--- src/rtl/bdc_pkg.sv ---
package bdc_pkg;

  // coordinate and split parameter formats
  localparam int COORD_WIDTH = 24;
  localparam int T_FRAC_BITS = 16;

  // curve kind codes
  localparam logic [1:0] KIND_INVALID = 2'd0;
  localparam logic [1:0] KIND_POINT   = 2'd1;
  localparam logic [1:0] KIND_LINE    = 2'd2;
  localparam logic [1:0] KIND_CUBIC   = 2'd3;

  typedef logic signed [COORD_WIDTH-1:0] coord_t;
  typedef logic [T_FRAC_BITS:0] tfrac_t;

  // t equal to 1.0
  localparam tfrac_t T_ONE = {1'b1, {T_FRAC_BITS{1'b0}}};

  typedef struct packed {
    coord_t x;
    coord_t y;
  } pt_t;

  typedef struct packed {
    logic [1:0] curve_kind;
    coord_t     ax;
    coord_t     ay;
    coord_t     bx;
    coord_t     by;
    coord_t     cx;
    coord_t     cy;
    coord_t     dx;
    coord_t     dy;
    tfrac_t     split_at;
  } req_t;

  typedef struct packed {
    logic [1:0] half_kind;
    coord_t     out_ax;
    coord_t     out_ay;
    coord_t     out_bx;
    coord_t     out_by;
    coord_t     out_cx;
    coord_t     out_cy;
    coord_t     out_dx;
    coord_t     out_dy;
    logic       was_split;
    logic       last_half;
  } res_t;

endpackage

--- src/rtl/bdc_lerp.sv ---
module bdc_lerp import bdc_pkg::*; (
  input  logic   clk,
  input  pt_t    a,
  input  pt_t    b,
  input  tfrac_t t,
  output pt_t    r
);

  localparam int PW = COORD_WIDTH + T_FRAC_BITS + 3;
  // rounding constant, one half in units of t
  localparam logic signed [PW-1:0] RND =
    {{(PW-T_FRAC_BITS){1'b0}}, 1'b1, {(T_FRAC_BITS-1){1'b0}}};

  logic signed [COORD_WIDTH:0] dx;
  logic signed [COORD_WIDTH:0] dy;
  logic signed [PW-1:0] dx_ext;
  logic signed [PW-1:0] dy_ext;
  logic signed [PW-1:0] t_ext;
  logic signed [PW-1:0] px;
  logic signed [PW-1:0] py;
  logic signed [PW-1:0] px_q;
  logic signed [PW-1:0] py_q;
  logic signed [PW-1:0] rx;
  logic signed [PW-1:0] ry;
  pt_t a_q;

  // difference times t
  always_comb begin
    dx     = {b.x[COORD_WIDTH-1], b.x} - {a.x[COORD_WIDTH-1], a.x};
    dy     = {b.y[COORD_WIDTH-1], b.y} - {a.y[COORD_WIDTH-1], a.y};
    dx_ext = {{(PW-COORD_WIDTH-1){dx[COORD_WIDTH]}}, dx};
    dy_ext = {{(PW-COORD_WIDTH-1){dy[COORD_WIDTH]}}, dy};
    t_ext  = {{(PW-T_FRAC_BITS-1){1'b0}}, t};
    px     = dx_ext * t_ext;
    py     = dy_ext * t_ext;
  end

  always_ff @(posedge clk) begin
    px_q <= px;
    py_q <= py;
    a_q  <= a;
  end

  // round half up, scale back and add to the start point
  always_comb begin
    rx = (px_q + RND) >>> T_FRAC_BITS;
    ry = (py_q + RND) >>> T_FRAC_BITS;
  end

  always_ff @(posedge clk) begin
    r.x <= a_q.x + rx[COORD_WIDTH-1:0];
    r.y <= a_q.y + ry[COORD_WIDTH-1:0];
  end

endmodule

--- config.mk ---
export PLATFORM = sky130hd
export DESIGN_NAME = bdc_lerp
export DESIGN_NICKNAME = d
export VERILOG_FILES = /design/src/rtl/bdc_pkg.sv /design/src/rtl/bdc_lerp.sv
export SDC_FILE = /design/constraint.sdc
export NUM_CORES = 2
export LEC_CHECK = 0
export ABC_CLOCK_PERIOD_IN_PS = 12000
export BUFFER_PORTS_ARGS = -buffer_cell sky130_fd_sc_hd__buf_2
export CAP_MARGIN = 25
export CORE_UTILIZATION = 32
export CTS_CLUSTER_DIAMETER = 50
export DETAILED_ROUTE_END_ITERATION = 6
export RECOVER_POWER = 25
export SKIP_CTS_REPAIR_TIMING = 1
export SLEW_MARGIN = 20
export SYNTH_ARGS = -nofsm -noshare
export SYNTH_HDL_FRONTEND = slang
export SYNTH_SLANG_ARGS = --single-unit
--- constraint.sdc ---
create_clock -name clk -period 12 [get_ports clk]
set_input_delay 1.2 -clock clk [delete_from_list [all_inputs] [get_ports clk]]
set_output_delay 1.2 -clock clk [all_outputs]
set_load 0.05 [all_outputs]
==> impl_metrics.yaml <==
setup_path:
  worstSetupPathType: "in2reg"
  rr_endpoint: "r[23]"
  r2r_cells: 16
  r2r_setup_slack_ps: 8020
  worstSetupStartpoint: "a[2]"
  critPathMaxFanout: 16
  rr_startpoint: "py_q[17]"
  cp_data_arrival_time_ps: 10230
  crit_cells: 32
  start_kind: "input port"
  required_ps: 12370
  crit_buf_inv: 6
  crit_path_end_kind: "flop"
  crit_slowest_cell: "o41ai_1"
  critPathCapture: "py_q[39]"
  crit_family: "compound AO/OA/AOI/OAI gates"
  cpPeakStageDelay_ps: 640
detailed_routing:
  drt_iter0_drc: 1084
  routed_via_density: 4.60
  drtAntennaViolNets: 0
  totalWireLength_um: 89900
  firstDrtPassIters: 5
  vias: 26200
  wire_per_inst_um: 15.8
  drc_errors: 0
global_routing:
  grt_usage: 0.163
  grt_pass1_wl_um: 148000
  grt-ovfl-total: 0
  grt_pass1_vias: 27900
  grt_max_degree: 51
  antenna_found_initial: 3
min_path:
  hold_class: "reg2reg"
  worstHoldStart: "a_q[0]"
job:
  cap_violations: 0
timing:
  rsz0062_at_grt: "false"
  worst_pin_slew_ps: 1050
  hold_viol_final: 0
  setup_violations: 0
  drv_slew: 0
  max_freq_mhz: 102
  slew_headroom: 0.298
  fin_crit_sh: 0.821
  min_period_ps: 9850
  skew_ps: 9.69
  finalSetupTns_ps: 0
logic_synthesis:
  synth.top_cells.by_area: "fa_1, inv_1, ha_1, dfxtp_1, and2_1"
  yosys.area.top_type_share: 0.435
  synth_area_per_cell_um2: 8.93
  syn_inst: 4081
  synth_nets: 5271
  synth.distinct_cells: 74
  synth_area_leader_cell: "fa_1"
  ys_ff_latch: 146
  ys.flop_type: "dfxtp_1"
  synth_area_um2: 36400
  ys_warn_count: 0
  synth_edf_count: 0
  ys_seq_area_frac: 0.0802
  synthArstFlopShare: 0
clock_tree:
  cts_tree: "done"
  clk_path_buf_depth: 2
  root_buffer: "clkbuf_16"
  cts_sinks: 146
  insertion_delay_ps: 490
  htree_num_levels: 4
  clkTransAtPathRegs_ps: 70
  cts_inserted_buffers: 17
placement:
  portBuffers: 161
  dp_hpwl_um: 69300
  place_area_um2: 39100
  place_congestion: 0.828
finish:
  fill_cells: 11600
  drive_gt1_frac: 0.0642
  area_growth_pct: 8.99
  finalInstanceArea_um2: 39700
  finalNetCount: 5370
outcome:
  run_status: "finished clean"
floorplan:
  die_x_um: 339
  dieHeight_um: 339
  core_um2: 113000
  die-area_um2: 115000
  rows: 123
  start_util: 0.323
  io_pins: 162
-- cell families after synthesis --
logic type | after synthesis | share of synthesized area
fa+ha+maj | 1076 | 0.533
mux | 3 | 0.000858
compound gates | 310 | 0.0573
simple gates | 1182 | 0.161
flops | 146 | 0.0802
xor+xnor | 192 | 0.0471
buf+inv | 1172 | 0.121
-- final cells by class --
type,count,area [µm²],share of cell area
diodes,2,5.00,0.000126
repair buffers,219,1220,0.0307
flip-flops and latches,146,2920,0.0736
well taps,1500,1880,0.0473
inverters,1033,3880,0.0976
clock inverters,14,204,0.00514
multi-input cells,2763,29200,0.735
clock buffers,17,425,0.0107
-- worst register-to-register path: stages, from the launching register on --
cell	delay [ps]
dfxtp_1	390
and3_1	220
and3_1	220
nand3_1	110
nor2_1	230
nand4_1	220
nor2_1	480
nand2_1	130
xnor2_1	150
ha_1	350
o21a_1	200
o21ai_0	140
a31oi_1	90
o41ai_2	430
o2111ai_1	200
a21oi_1	210
xnor2_1	130
-- worst min-delay path by stage --
stage,end,cells past startpoint
floorplan,r[0],1
global placement,r[0],1
detailed placement,r[0],1
CTS,r[0],1
global route,r[0],1
finish,r[0],1
-- cells in the mapped netlist, drive strengths merged, types with 6 or more instances --
| cell type | count |
|---|---|
| inv | 1033 |
| fa | 792 |
| nand2 | 487 |
| and2 | 356 |
| ha | 284 |
| xnor2 | 160 |
| dfxtp | 146 |
| clkbuf | 128 |
| nor2 | 113 |
| a21oi | 96 |
| nor2b | 62 |
| o21ai | 50 |
| nand3 | 37 |
| a21o | 36 |
| o21a | 35 |
| nor3 | 32 |
| xor2 | 31 |
| nand2b | 25 |
| nand4 | 20 |
| o21bai | 15 |
| a211oi | 13 |
| and3 | 13 |
| buf | 11 |
| or3 | 9 |
| a31oi | 8 |
| a211o | 7 |
| a221oi | 6 |
| o31ai | 6 |
-- registers in the layout (all words and copies together) (netlist names) --
signal and count:
py_q 25, px_q 25, r 48, a_q 48
-- stage by stage --
| stage | setup WS, ps | hold WS (ps) | utilization | cells |
|---|---|---|---|---|
| 2_1_floorplan | 3130 | 432 | - | 4081 |
| 3_3_place_gp | 1830 | 450 | 0.347 | 5656 |
| 3_5_place_dp | 1540 | 457 | 0.347 | 5658 |
| 4_1_cts | 2040 | 465 | 0.353 | 5689 |
| 5_1_grt | 1520 | 468 | 0.352 | 5692 |
| 6_report | 2150 | 459 | 0.353 | 5694 |
-- per-layer routing --
layer	share of wire	track usage	up-vias
met5	0.00023	0	-
met4	0.019	0.0405	4
met3	0.038	0.0189	90
met2	0.51	0.290	457
met1	0.43	0.210	13400
li1	-	-	12200
-- cell usage in the layout (no fill, tap or decap), types with 30 or more instances in the layout --
cell type and n:
dfxtp_1 146, nand2_1 487, and2_1 356, xor2_1 30
o21ai_0 43, nor2b_1 62, buf_4 58, nor3_1 32
fa_1 792, a21o_1 36, inv_1 1033, xnor2_1 150
buf_2 132, o21a_1 35, a21oi_1 92, nor2_1 109
nand3_1 37, ha_1 284
Power is not shown: default switching activity piles up to over one toggle a cycle in this logic, so the estimate is an artifact.
