[src/rtl/bdc_pkg.sv]
package bdc_pkg;

  // coordinate and split parameter formats
  localparam int COORD_WIDTH = 24;
  localparam int T_FRAC_BITS = 16;

  // curve kind codes
  localparam logic [1:0] KIND_INVALID = 2'd0;
  localparam logic [1:0] KIND_POINT   = 2'd1;
  localparam logic [1:0] KIND_LINE    = 2'd2;
  localparam logic [1:0] KIND_CUBIC   = 2'd3;

  typedef logic signed [COORD_WIDTH-1:0] coord_t;
  typedef logic [T_FRAC_BITS:0] tfrac_t;

  // t equal to 1.0
  localparam tfrac_t T_ONE = {1'b1, {T_FRAC_BITS{1'b0}}};

  typedef struct packed {
    coord_t x;
    coord_t y;
  } pt_t;

  typedef struct packed {
    logic [1:0] curve_kind;
    coord_t     ax;
    coord_t     ay;
    coord_t     bx;
    coord_t     by;
    coord_t     cx;
    coord_t     cy;
    coord_t     dx;
    coord_t     dy;
    tfrac_t     split_at;
  } req_t;

  typedef struct packed {
    logic [1:0] half_kind;
    coord_t     out_ax;
    coord_t     out_ay;
    coord_t     out_bx;
    coord_t     out_by;
    coord_t     out_cx;
    coord_t     out_cy;
    coord_t     out_dx;
    coord_t     out_dy;
    logic       was_split;
    logic       last_half;
  } res_t;

endpackage

[src/rtl/bdc_emit.sv]
module bdc_emit import bdc_pkg::*; (
  input  logic       clk,
  input  logic       rst,
  input  logic       valid,
  input  logic [1:0] kind,
  input  pt_t        a,
  input  pt_t        b,
  input  pt_t        d,
  input  pt_t        ab,
  input  pt_t        abc,
  input  pt_t        abcd,
  input  pt_t        bcd,
  input  pt_t        cd,
  output logic       result_valid,
  output res_t       result
);

  res_t first;
  res_t second;
  res_t second_q;
  logic pend;
  logic split;

  // build the halves of the current curve; points and invalid curves give only the first
  always_comb begin
    first  = '0;
    second = '0;
    split  = 1'b0;
    unique case (kind)
      KIND_CUBIC: begin
        split  = 1'b1;
        first  = '{KIND_CUBIC, a.x, a.y, ab.x, ab.y, abc.x, abc.y, abcd.x, abcd.y,
                   1'b1, 1'b0};
        second = '{KIND_CUBIC, abcd.x, abcd.y, bcd.x, bcd.y, cd.x, cd.y, d.x, d.y,
                   1'b1, 1'b1};
      end
      KIND_LINE: begin
        split  = 1'b1;
        first  = '{KIND_LINE, a.x, a.y, ab.x, ab.y, '0, '0, '0, '0, 1'b1, 1'b0};
        second = '{KIND_LINE, ab.x, ab.y, b.x, b.y, '0, '0, '0, '0, 1'b1, 1'b1};
      end
      KIND_POINT: begin
        first  = '{KIND_POINT, a.x, a.y, '0, '0, '0, '0, '0, '0, 1'b0, 1'b1};
      end
      default: begin
        first  = '{KIND_INVALID, '0, '0, '0, '0, '0, '0, '0, '0, 1'b0, 1'b1};
      end
    endcase
  end

  // strobe and pending second half
  always_ff @(posedge clk) begin
    if (rst) begin
      result_valid <= 1'b0;
      pend         <= 1'b0;
    end else begin
      result_valid <= valid | pend;
      pend         <= valid & split;
    end
  end

  // result payload
  always_ff @(posedge clk) begin
    if (valid) begin
      result   <= first;
      second_q <= second;
    end else if (pend) begin
      result   <= second_q;
    end
  end

endmodule

[config.mk]
export PLATFORM = sky130hd
export DESIGN_NAME = bdc_emit
export DESIGN_NICKNAME = d
export VERILOG_FILES = /design/src/rtl/bdc_pkg.sv /design/src/rtl/bdc_emit.sv
export SDC_FILE = /design/constraint.sdc
export NUM_CORES = 1
export LEC_CHECK = 0
export BUFFER_PORTS_ARGS = -buffer_cell sky130_fd_sc_hd__buf_2
export CAP_MARGIN = 20
export CORE_AREA = 2 2 229 231
export CTS_BUF_LIST = sky130_fd_sc_hd__clkbuf_16
export DETAILED_ROUTE_END_ITERATION = 10
export DIE_AREA = 0 0 231 233
export SYNTH_ARGS = -nofsm -noshare
export SYNTH_HDL_FRONTEND = slang
export SYNTH_SLANG_ARGS = --single-unit
[constraint.sdc]
create_clock -name clk -period 4 [get_ports clk]
set_input_delay 0.6 -clock clk [delete_from_list [all_inputs] [get_ports clk]]
set_output_delay 0.6 -clock clk [all_outputs]
set_load 0.1 [all_outputs]
==> key figures, run 1 <==
Die
  – Die X: 231 um
  – Die ar.: 0.05382 mm2
  – Core Footprint: 0.05109 mm2
  – Top Ports: 586
  – Initial cell density of the core: 0.3320
  – FP Rows: 83
  – Overall die height: 233 um

Job
  – Max-cap violations: 0

CTS
  – Clock slew at reported path FFs: 0.06 ns
  – Htree depth: 2
  – Worst skew pair latency: 0.56 ns
  – Root buf cell: clkbuf_16
  – Cts bufs inserted: 44
  – TritonCTS clock tree: built
  – Clock buffer depth: 3
  – CTS Hold Bufs: 0
  – TritonCTS Sinks: 391
  – Resize count post-CTS: 0
  – Setup bufs post-CTS: 0

Critical path
  – Critical path cell sequence: buf_2
  – Reg2reg start: pend
  – Critical path arrival: 1.45 ns
  – Worst r2r dst: result[4]
  – Worst-path fanout max: 1
  – Setup crit start kind: flip-flop
  – Setup Crit Path Kind: reg2out
  – Worst EP required: 3.40 ns
  – R2R cell count: 2
  – Worst path top cell family by delay: buffers and inverters
  – Crit end category: output port
  – CP max stage cell: buf_2
  – Buf/Inv on CP: 1
  – Crit path largest cell delay: 0.46 ns
  – Reg2reg setup slack: 2.46 ns

STA
  – F_max: 488.3 MHz
  – Crit share post-route: 0.5120
  – Tightest Pin Transition: 1.074 ns
  – RSZ-0062 raised after global routing: false
  – Tmin final: 2.048 ns
  – Setup violators final: 0
  – Pins over their slew limit: 0
  – Setup TNS: 0 ns
  – Slew margin rel.: 0.2842
  – Hold Vio Cnt, Final: 0
  – Clock skew: 0.01030 ns

GRT
  – GR Layer Usage met1: 0.2789
  – Grt met3 use: 0.05319
  – Total track usage: 0.2033
  – First-pass GRT wire length: 79840 um
  – Met2 Use GR: 0.3105
  – Vias in the first global route: 12030
  – Initial antenna violation count: 19
  – Largest net degree at the start of global routing: 182
  – Grt total ovfl: 0
  – GRT busiest layer: met2

Placement
  – I/O Buffers: 585
  – GP Congestion: 0.8950
  – Cell Area, Placed: 0.02039 mm2
  – Placed cells: 2386
  – HPWL Detailed: 40220 um

Routing
  – Drt pass-1 iters: 5
  – DR iter-0 viols: 967
  – DRT antenna net count: 0
  – Vias: 12200
  – Wirelength, routed: 56950 um
  – DR DRC count: 0
  – Vias per std cell: 4.931
  – Avg WL per Cell: 23.02 um

Hold path
  – Hold Crit Depth: 2
  – Hold Path End: result_valid
  – Worst hold path class: in2reg
  – Worst Hold Launch: rst

Final layout
  – Fin area: 0.02178 mm2
  – Reg area: 0.01172 mm2
  – Fraction of layout cells with a size suffix above 1: 0.3718
  – Area grow syn2layout: 28.39%
  – Multi-input logic area: 0.004512 mm2
  – # fillers: 4879
  – Final core occ: 0.4262
  – Non-Filler Instances: 2474
  – NumNets Final: 2142

Synth
  – Post-synthesis net count: 1604
  – Ys Warns: 0
  – Area contributors post-synth: edfxtp_1 69%, o2bb2ai_1 7.4%, mux2i_1 5.7%, nor2b_1 3.6%, and3_1 3.5%
  – Count leader, synth: edfxtp_1
  – Share of the synthesized area in the top cell type: 0.6887
  – Top post-synthesis cells by count: 389 x edfxtp_1, 146 x nand2_1, 144 x o2bb2ai_1
  – Number of flops mapped to enable cells by yosys: 389
  – Sequential fraction of the synthesis area: 0.6911
  – Gate Count Post-Synth: 1215
  – Synthesis-stage register bit count: 391
  – Post-Syn Area: 0.01696 mm2
  – Synth area leader: edfxtp_1
  – Distinct cells, synth: 23
  – Syn Area/Cell: 13.96 um2
  – Synth async-reset ratio: 0
  – Dominant synthesized flop cell: edfxtp_1

Power and ir drop
  – Total power: 11130 uW
  – Peak supply drop: 347.6 uV
  – Leak: 0.009333 uW
  – Pwr/cell area: 511.0 mW/mm2

Run status
  – Status: completed
[placed cells by master (no fill, tap or decap), drive strengths merged]
cell / Yosys / routed
a22o: 8 / 8
and2: 1 / 1
and3: 96 / 96
buf: 67 / 599
bufinv: 0 / 3
clkbuf: 40 / 45
clkinv: 0 / 20
dfxtp: 2 / 2
diode: 0 / 11
edfxtp: 389 / 389
inv: 42 / 50
mux2: 1 / 1
mux2i: 96 / 96
nand2: 147 / 147
nand2b: 1 / 1
nand3: 40 / 40
nor2: 2 / 2
nor2b: 97 / 97
o21ai: 41 / 41
o2bb2ai: 144 / 144
or2: 1 / 1
[sequential cells by signal, summed over array words and instances (netlist names)]
signal,flops
second_q,194
result_valid,1
result,195
pend,1
[where the power goes]
group	switching [uW]	internal (uW)
combinational	1770	458
clock	1650	2220
sequential	132	4900
total	3550	7580
[per-stage QoR]
stage / setup WS [ns] / hold slack (ns)
finish: 1.952 / 0.2256
global route: 1.912 / 0.2036
CTS: 1.909 / 0.1976
detailed placement: 1.639 / 0.5096
global placement: 1.642 / 0.5029
floorplan: 0.4146 / 0.5019
[final cells by class]
cell class	instances	area share
Multi-Input combinational cell	675	0.2072
Timing Repair Buffer	599	0.1451
Tap cell	680	0.03907
Inverter	42	0.007470
Clock buffer	45	0.05171
Clock inverter	31	0.009940
Antenna cell	11	0.001264
Sequential cell	391	0.5383
[metal layers]
layer,vias up,share of wire
li1,5614,-
met1,6000,0.43
met2,474,0.46
met3,99,0.072
met4,12,0.030
met5,-,0.0012
[worst max path at each step]
| stage | startpoint | to | slack (ns) | cells after the start |
|---|---|---|---|---|
| 6_report | result[40] | result[40] | 1.95 | 1 |
| 4_1_cts | result[40] | result[40] | 1.91 | 1 |
| 2_1_floorplan | valid | result[0] | 0.41 | 2 |
| 5_1_grt | result[76] | result[76] | 1.91 | 1 |
| 3_3_place_gp | valid | result[137] | 1.64 | 4 |
| 3_5_place_dp | kind[1] | result[14] | 1.64 | 4 |
[cells by family (layout without fill, tap and decap cells)]
| family | Yosys count | count (layout) | synth area share |
|---|---|---|---|
| AO/OA/AOI/OAI | 193 | 193 | 0.09059 |
| buffers and inverters | 149 | 717 | 0.04382 |
| flip-flops | 391 | 391 | 0.6911 |
| multiplexers | 97 | 97 | 0.05732 |
| other | 0 | 11 | 0 |
| AND/OR/NAND/NOR | 385 | 385 | 0.1172 |
(Power assumes the default switching activity.)
==> run 2: changes to the inputs <==
--- a/config.mk
+++ b/config.mk
@@ -5,12 +5,13 @@
 export SDC_FILE = /design/constraint.sdc
 export NUM_CORES = 1
 export LEC_CHECK = 0
+export ABC_AREA = 1
 export BUFFER_PORTS_ARGS = -buffer_cell sky130_fd_sc_hd__buf_2
 export CAP_MARGIN = 20
-export CORE_AREA = 2 2 229 231
+export CORE_AREA = 2 2 226 228
 export CTS_BUF_LIST = sky130_fd_sc_hd__clkbuf_16
 export DETAILED_ROUTE_END_ITERATION = 10
-export DIE_AREA = 0 0 231 233
+export DIE_AREA = 0 0 228 230
 export SYNTH_ARGS = -nofsm -noshare
 export SYNTH_HDL_FRONTEND = slang
 export SYNTH_SLANG_ARGS = --single-unit
==> constraint.sdc (replaced) <==
create_clock -name clk -period 2 [get_ports clk]
set_input_delay 0.3 -clock clk [delete_from_list [all_inputs] [get_ports clk]]
set_output_delay 0.3 -clock clk [all_outputs]
set_load 0.1 [all_outputs]
==> run 2 against run 1 <==
Against the previous run: register-to-register slack lost 1.8 ns; die area shrank 2.6%; non-clock buffer count grew 62; utilization grew 1.5 points; worst setup slack lost 1.8 ns.
==> key figures, run 2 <==
GRT
  – Total track usage: 0.2025 (-0.0008182)
  – Initial antenna violation count: 19 (unchanged)
  – Largest net degree at the start of global routing: 100 (-45%)
  – Grt total ovfl: 0 (unchanged)
  – First-pass GRT wire length: 80250 um (+0.52%)
  – Vias in the first global route: 13320 (+11%)

Synth
  – Top post-synthesis cells by count: 725 x nand2_1, 389 x edfxtp_1, 98 x inv_1
  – Syn Area/Cell: 10.58 um2 (-24%)
  – Synthesis-stage register bit count: 391 (unchanged)
  – Synth area leader: edfxtp_1
  – Dominant synthesized flop cell: edfxtp_1
  – Area contributors post-synth: edfxtp_1 71%, nand2_1 16%, o21ai_0 2.9%, inv_1 2.2%, nor2_1 2.2%
  – Post-synthesis net count: 1950 (+22%)
  – Share of the synthesized area in the top cell type: 0.7074 (+0.01873)
  – Gate Count Post-Synth: 1561 (+28%)
  – Count leader, synth: nand2_1
  – Ys Warns: 0 (unchanged)
  – Synth async-reset ratio: 0 (unchanged)
  – Post-Syn Area: 0.01651 mm2 (-2.6%)
  – Number of flops mapped to enable cells by yosys: 389 (unchanged)
  – Sequential fraction of the synthesis area: 0.7099 (+0.01880)
  – Distinct cells, synth: 18 (-22%)

CTS
  – Clock buffer depth: 3 (unchanged)
  – TritonCTS clock tree: built
  – Root buf cell: clkbuf_16
  – Setup bufs post-CTS: 0 (unchanged)
  – Clock slew at reported path FFs: 0.06 ns (about the same)
  – Cts bufs inserted: 44 (unchanged)
  – Resize count post-CTS: 0 (unchanged)
  – Worst skew pair latency: 0.55 ns (about the same)
  – TritonCTS Sinks: 391 (unchanged)
  – Htree depth: 2 (unchanged)

Die
  – Die X: 228 um (-1.3%)
  – Overall die height: 230 um (-1.3%)
  – Die ar.: 0.05244 mm2 (-2.6%)
  – Core Footprint: 0.04986 mm2 (-2.4%)
  – Top Ports: 586 (unchanged)
  – FP Rows: 82 (-1.2%)
  – Initial cell density of the core: 0.3312 (-0.0008117)

Final layout
  – Most common cell after layout, fill and taps aside: nand2_1
  – Largest register FFs: 195 (unchanged)
  – NumNets Final: 2561 (+20%)
  – Reg area: 0.01172 mm2 (unchanged)
  – # fillers: 4813 (-1.4%)
  – Multi-input logic area: 0.003931 mm2 (-13%)
  – Most frequent cells in the layout: 724 x nand2_1, 584 x buf_2, 389 x edfxtp_1
  – Final core occ: 0.4416 (+0.01539)
  – Area grow syn2layout: 33.35%
  – Fraction of layout cells with a size suffix above 1: 0.3114 (-0.06048)
  – Biggest regs: result x195, second_q x194
  – Non-Filler Instances: 2886 (+17%)
  – Largest register by flop count: result

Critical path
  – Worst path depth: 6 (+5)
  – Reg2reg setup slack: 0.65 ns (-1.81 ns)
  – Crit path largest cell delay: 0.69 ns (+0.23 ns)
  – R2R cell count: 3 (+1)
  – Crit-path most repeated cell: nand2_1
  – Buf/Inv on CP: 3 (+2)
  – Setup Crit Path Kind: in2reg
  – Worst r2r dst: result[139]
  – Setup crit start kind: primary input
  – Reg2reg start: pend
  – Critical path cell sequence: buf_2 -> nor2_4 -> buf_4 -> nand2_1 -> nand2_1 -> dlygate4sd3_1
  – Crit end category: flip-flop
  – Worst EP required: 2.42 ns (-0.98 ns)
  – Worst-path fanout max: 33 (+32)
  – CP max stage cell: nor2_4
  – Critical path arrival: 2.23 ns (+0.78 ns)
  – Worst path top cell family by delay: buffers and inverters

Placement
  – HPWL Detailed: 39140 um (-2.7%)
  – Placed cells: 2757 (+16%)
  – Place WS: 0.1461 ns (-1.493 ns)
  – I/O Buffers: 585 (unchanged)
  – GP Congestion: 0.9362 (+4.6%)

Routing
  – Drt pass-1 iters: 6 (+1)
  – Avg WL per Cell: 19.03 um (-17%)
  – DR DRC count: 0 (unchanged)
  – DRT antenna net count: 0 (unchanged)
  – Vias: 13330 (+9.3%)
  – DR iter-0 viols: 1276 (+32%)
  – Vias per std cell: 4.619 (-6.3%)
  – Wirelength, routed: 54910 um (-3.6%)

STA
  – Tightest Pin Transition: 0.8604 ns (-0.2133 ns)
  – Crit share post-route: 0.9011
  – Clock skew: 0.01341 ns (+0.003108 ns)
  – Smallest hold slack: 0.03197 ns (-0.1936 ns)
  – Setup violators final: 0 (unchanged)
  – Hold Vio Cnt, Final: 0 (unchanged)
  – Slew margin rel.: 0.4250 (+0.1408)
  – Tmin final: 1.802 ns
  – Setup TNS: 0 ns (unchanged)
  – Pins over their slew limit: 0 (unchanged)
  – F_max: 554.9 MHz
  – RSZ-0062 raised after global routing: false
  – Final worst setup slack: 0.1979 ns (-1.754 ns)

Hold path
  – Hold Crit Depth: 3 (+1)
  – Worst Hold Launch: b[41]
  – Worst hold path class: in2reg
  – Hold Path End: second_q[139]

Power and ir drop
  – Peak supply drop: 627.2 uV (+80%)
  – Pwr/cell area: 1042 mW/mm2 (+100%)
  – Leak: 0.01019 uW (+9.2%)

Run status
  – Status: completed

Job
  – Max-cap violations: 0 (unchanged)
[run 2: area by class of cell]
cell class,count,area share
Sequential cell,391,0.5323
Multi-Input combinational cell,972,0.1785
Timing Repair Buffer,661,0.1725
Clock buffer,45,0.05114
Tap cell,672,0.03819
Inverter,102,0.01767
Clock inverter,29,0.008012
Antenna cell,14,0.001591
[run 2: worst max-delay path by stage]
stage	from	end	slack [ns]
2_1_floorplan	valid	result[0]	0.12
3_3_place_gp	kind[0]	second_q[159]	0.17
3_5_place_dp	kind[0]	second_q[105]	0.15
4_1_cts	result[25]	result[25]	0.18
5_1_grt	kind[0]	second_q[98]	0.07
6_report	kind[0]	second_q[98]	0.20
[run 2: power by group]
part / switching, uW / leakage [uW] / total [uW] / internal [uW]
sequential: 228 / 0.00382 / 10100 / 9910
combinational: 4400 / 0.00570 / 5330 / 928
clock: 3190 / 0.000671 / 7480 / 4290
total: 7820 / 0.0102 / 22900 / 15100
[run 2: cell families (layout without fill, tap and decap cells)]
family,count (synthesis),in the layout,synth area share
AO/OA/AOI/OAI,99,99,0.03001
buffers and inverters,198,837,0.05334
flip-flops,391,391,0.7099
other,0,14,0
AND/OR/NAND/NOR,873,873,0.2068
[run 2: per-stage QoR]
| step | total power (uW) | cell area, um2 |
|---|---|---|
| finish | 22950 | 22020 |
| global route | 23710 | 22000 |
| CTS | 23170 | 21980 |
| detailed placement | 15580 | 20270 |
| global placement | 15540 | 20270 |
| floorplan | 14160 | 16530 |
[run 2: repair_timing]
| action | 4_1_cts | 5_1_grt |
|---|---|---|
| hold endpoints to repair | 33 | 0 |
| hold buffers | 41 | 0 |
| setup endpoints to repair | 0 | 0 |
[run 2: worst reg2reg max path, cell delays in order, from the launching register on]
cell     delay (ns)
dfxtp_1        0.31
inv_1          0.11
nand2_8        0.26
buf_4          0.35
[run 2: layer usage]
layer  global-route usage  share of wire  vias to the layer above
li1                     -              -                     6359
met4              0.07312          0.033                       10
met5                    0         0.0012                        -
met2               0.3212           0.46                      670
met1               0.2658           0.41                     6174
met3              0.05692          0.095                      118
==> run 3: changes to the inputs <==
==> constraint.sdc (replaced) <==
create_clock -name clk -period 1.55 [get_ports clk]
set_input_delay 0.2325 -clock clk [delete_from_list [all_inputs] [get_ports clk]]
set_output_delay 0.2325 -clock clk [all_outputs]
set_load 0.1 [all_outputs]
==> run 3 against run 2 <==
Against the previous run: the run now ends with negative setup slack left; total power rose by 40%; critical path depth fell by 5; highest routed layer is now met4; critical endpoint is now result[195]; clock-buffer cell count rose by 2; via count rose by 10%; first-iteration DRC count fell by 9.2%; non-clock buffer count rose by 280; worst setup slack got worse by 0.20 ns; clock power rose by 50%.
==> key figures, run 3 (synthesized netlist as in run 2, its figures left out) <==
STA
  – Pins over their slew limit: 0 (unchanged)
  – Tightest Pin Transition: 0.4618 ns (-0.3986 ns)
  – Tmin final: 1.557 ns
  – F_max: 642.4 MHz
  – Slew margin rel.: 0.6921 (+0.2671)
  – Setup violators final: 2 (+2)
  – Crit share post-route: 1.004
  – Clock skew: 0.02644 ns (+0.01303 ns)
  – Hold Vio Cnt, Final: 0 (unchanged)
  – Final worst setup slack: -0.006628 ns (-0.2045 ns)
  – RSZ-0062 raised after global routing: true
  – Smallest hold slack: 0.02829 ns (-0.003682 ns)

Routing
  – DR DRC count: 0 (unchanged)
  – Drt pass-1 iters: 5 (-1)
  – Vias per std cell: 4.639 (+0.43%)
  – Vias: 14700 (+10%)
  – Wirelength, routed: 58770 um (+7.0%)
  – Avg WL per Cell: 18.55 um (-2.5%)
  – DRT antenna net count: 0 (unchanged)
  – DR iter-0 viols: 1159 (-9.2%)

Die
  – Die ar.: 0.05244 mm2 (unchanged)
  – Initial cell density of the core: 0.3312 (unchanged)
  – Core Footprint: 0.04986 mm2 (unchanged)
  – FP Rows: 82 (unchanged)
  – Overall die height: 230 um (unchanged)
  – Die X: 228 um (unchanged)
  – Top Ports: 586 (unchanged)

Critical path
  – Crit path largest cell delay: 0.52 ns (-0.17 ns)
  – Critical path arrival: 1.32 ns (-0.91 ns)
  – Crit end category: output port
  – Reg2reg setup slack: 0.29 ns (-0.36 ns)
  – Worst-path fanout max: 2 (-94%)
  – Worst EP required: 1.32 ns (-1.10 ns)
  – Reg2reg start: pend
  – Worst r2r dst: result[130]
  – Critical path cell sequence: buf_8
  – Setup Crit Path Kind: reg2out
  – CP max stage cell: edfxtp_1
  – Setup crit start kind: flip-flop
  – Worst path top cell family by delay: flip-flops
  – Buf/Inv on CP: 1 (-2)
  – Critical Path Start: result[195]
  – R2R cell count: 3 (unchanged)

GRT
  – Total track usage: 0.2146 (+0.01209)
  – First-pass GRT wire length: 86310 um (+7.5%)
  – Grt total ovfl: 0 (unchanged)
  – Vias in the first global route: 14900 (+12%)
  – Largest net degree at the start of global routing: 96 (-4.0%)
  – Initial antenna violation count: 9 (-10)

Hold path
  – Hold Path End: second_q[170]
  – Worst hold path class: in2reg
  – Worst Hold Launch: abcd[24]
  – Hold Crit Depth: 3 (unchanged)

Placement
  – GP Congestion: 0.9020 (-3.7%)
  – I/O Buffers: 585 (unchanged)
  – HPWL Detailed: 39140 um (about the same)
  – Cell Area, Placed: 0.02054 mm2 (+1.3%)

Power and ir drop
  – Pwr/cell area: 1251 mW/mm2 (+20%)
  – Total power: 32190 uW (+40%)
  – Peak supply drop: 717.0 uV (+14%)
  – Leak: 0.01178 uW (+16%)

CTS
  – Setup bufs post-CTS: 0 (unchanged)
  – Htree depth: 2 (unchanged)
  – TritonCTS Sinks: 391 (unchanged)
  – Cts bufs inserted: 45 (+2.3%)
  – Worst skew pair latency: 0.57 ns (+0.02 ns)
  – TritonCTS clock tree: built
  – Clock slew at reported path FFs: 0.06 ns (about the same)
  – Clock buffer depth: 3 (unchanged)
  – Root buf cell: clkbuf_16

Job
  – Max-cap violations: 0 (unchanged)

Final layout
  – # fillers: 4292 (-11%)
  – Largest register by flop count: result
  – Fraction of layout cells with a size suffix above 1: 0.2835 (-0.02789)
  – Largest register FFs: 195 (unchanged)
  – Biggest regs: result x195, second_q x194
  – Final core occ: 0.5160 (+0.07440)
  – Fin area: 0.02573 mm2 (+17%)
  – NumNets Final: 2842 (+11%)
  – Most common cell after layout, fill and taps aside: nand2_1
  – Most frequent cells in the layout: 724 x nand2_1, 389 x edfxtp_1, 387 x buf_2
  – Area grow syn2layout: 55.82%

Run status
  – Failing checks: negative setup slack
  – Status: finished, violations left
## run 3: cell count changes in the layout (fill, tap and decap cells not counted)
cell,change
inv_12,+1
buf_6,+3
diode_2,-5
buf_8,+2
buf_12,+14
clkinv_2,-4
bufinv_16,+6
inv_8,+1
buf_2,-197
clkinvlp_4,+3
dlygate4sd3_1,+269
clkbuf_16,+2
buf_4,+189
clkinv_1,-2
## run 3: where the power goes
part	internal (uW)	switching [uW]	leakage (uW)
clock network	6820	4360	0.000773
registers	12800	333	0.00382
logic	2060	5830	0.00718
## run 3: how the worst max path moves through the flow
stage | end | slack [ns] | cells past startpoint
after floorplan | result[0] | -0.11 | 4
after global placement | result[26] | 0.06 | 5
after detailed placement | result[28] | 0.07 | 5
after CTS | result[195] | -0.06 | 1
after global routing | result[195] | -0.04 | 1
final | result[195] | -0.007 | 1
## run 3: layout make-up
class                   count  area, um2  area share
repair buffers            941       7268      0.2825
multi-input cells         972       3931      0.1528
diodes                      9      22.52   0.0008754
clock inverters            34      371.6     0.01444
inverters                 102      396.6     0.01542
well taps                 672      840.8     0.03268
clock buffers              47       1176     0.04571
flip-flops and latches    391      11720      0.4556
## run 3: repair_timing
action,CTS,global route
endpoints found under the hold margin,287,0
gates resized for setup,201,2
setup endpoints to repair,196,2
hold buffers,310,0
## run 3: layer usage
metal | vias up | GRT usage | part of all wire
li1 | 6931 | - | -
met1 | 6825 | 0.2667 | 0.40
met2 | 791 | 0.3603 | 0.48
met3 | 149 | 0.04799 | 0.084
met4 | 0 | 0.09273 | 0.040
met5 | - | 0 | 0
## run 3: worst reg2reg max path: cells and delay by family, from the launching register on
family,cells,cell delay [ns]
buffers and inverters,2,0.37
DFF,1,0.30
and+or+nand+nor,1,0.23
## run 3: stage by stage
| step | setup WS (ns) | cells | TNS, ns |
|---|---|---|---|
| floorplan | -0.1110 | 1561 | -21.65 |
| global placement | 0.06190 | 2768 | 0 |
| detailed placement | 0.06798 | 2768 | 0 |
| CTS | -0.05516 | 3159 | -0.1102 |
| global route | -0.03887 | 3167 | -0.07663 |
| finish | -0.006628 | 3168 | -0.01298 |
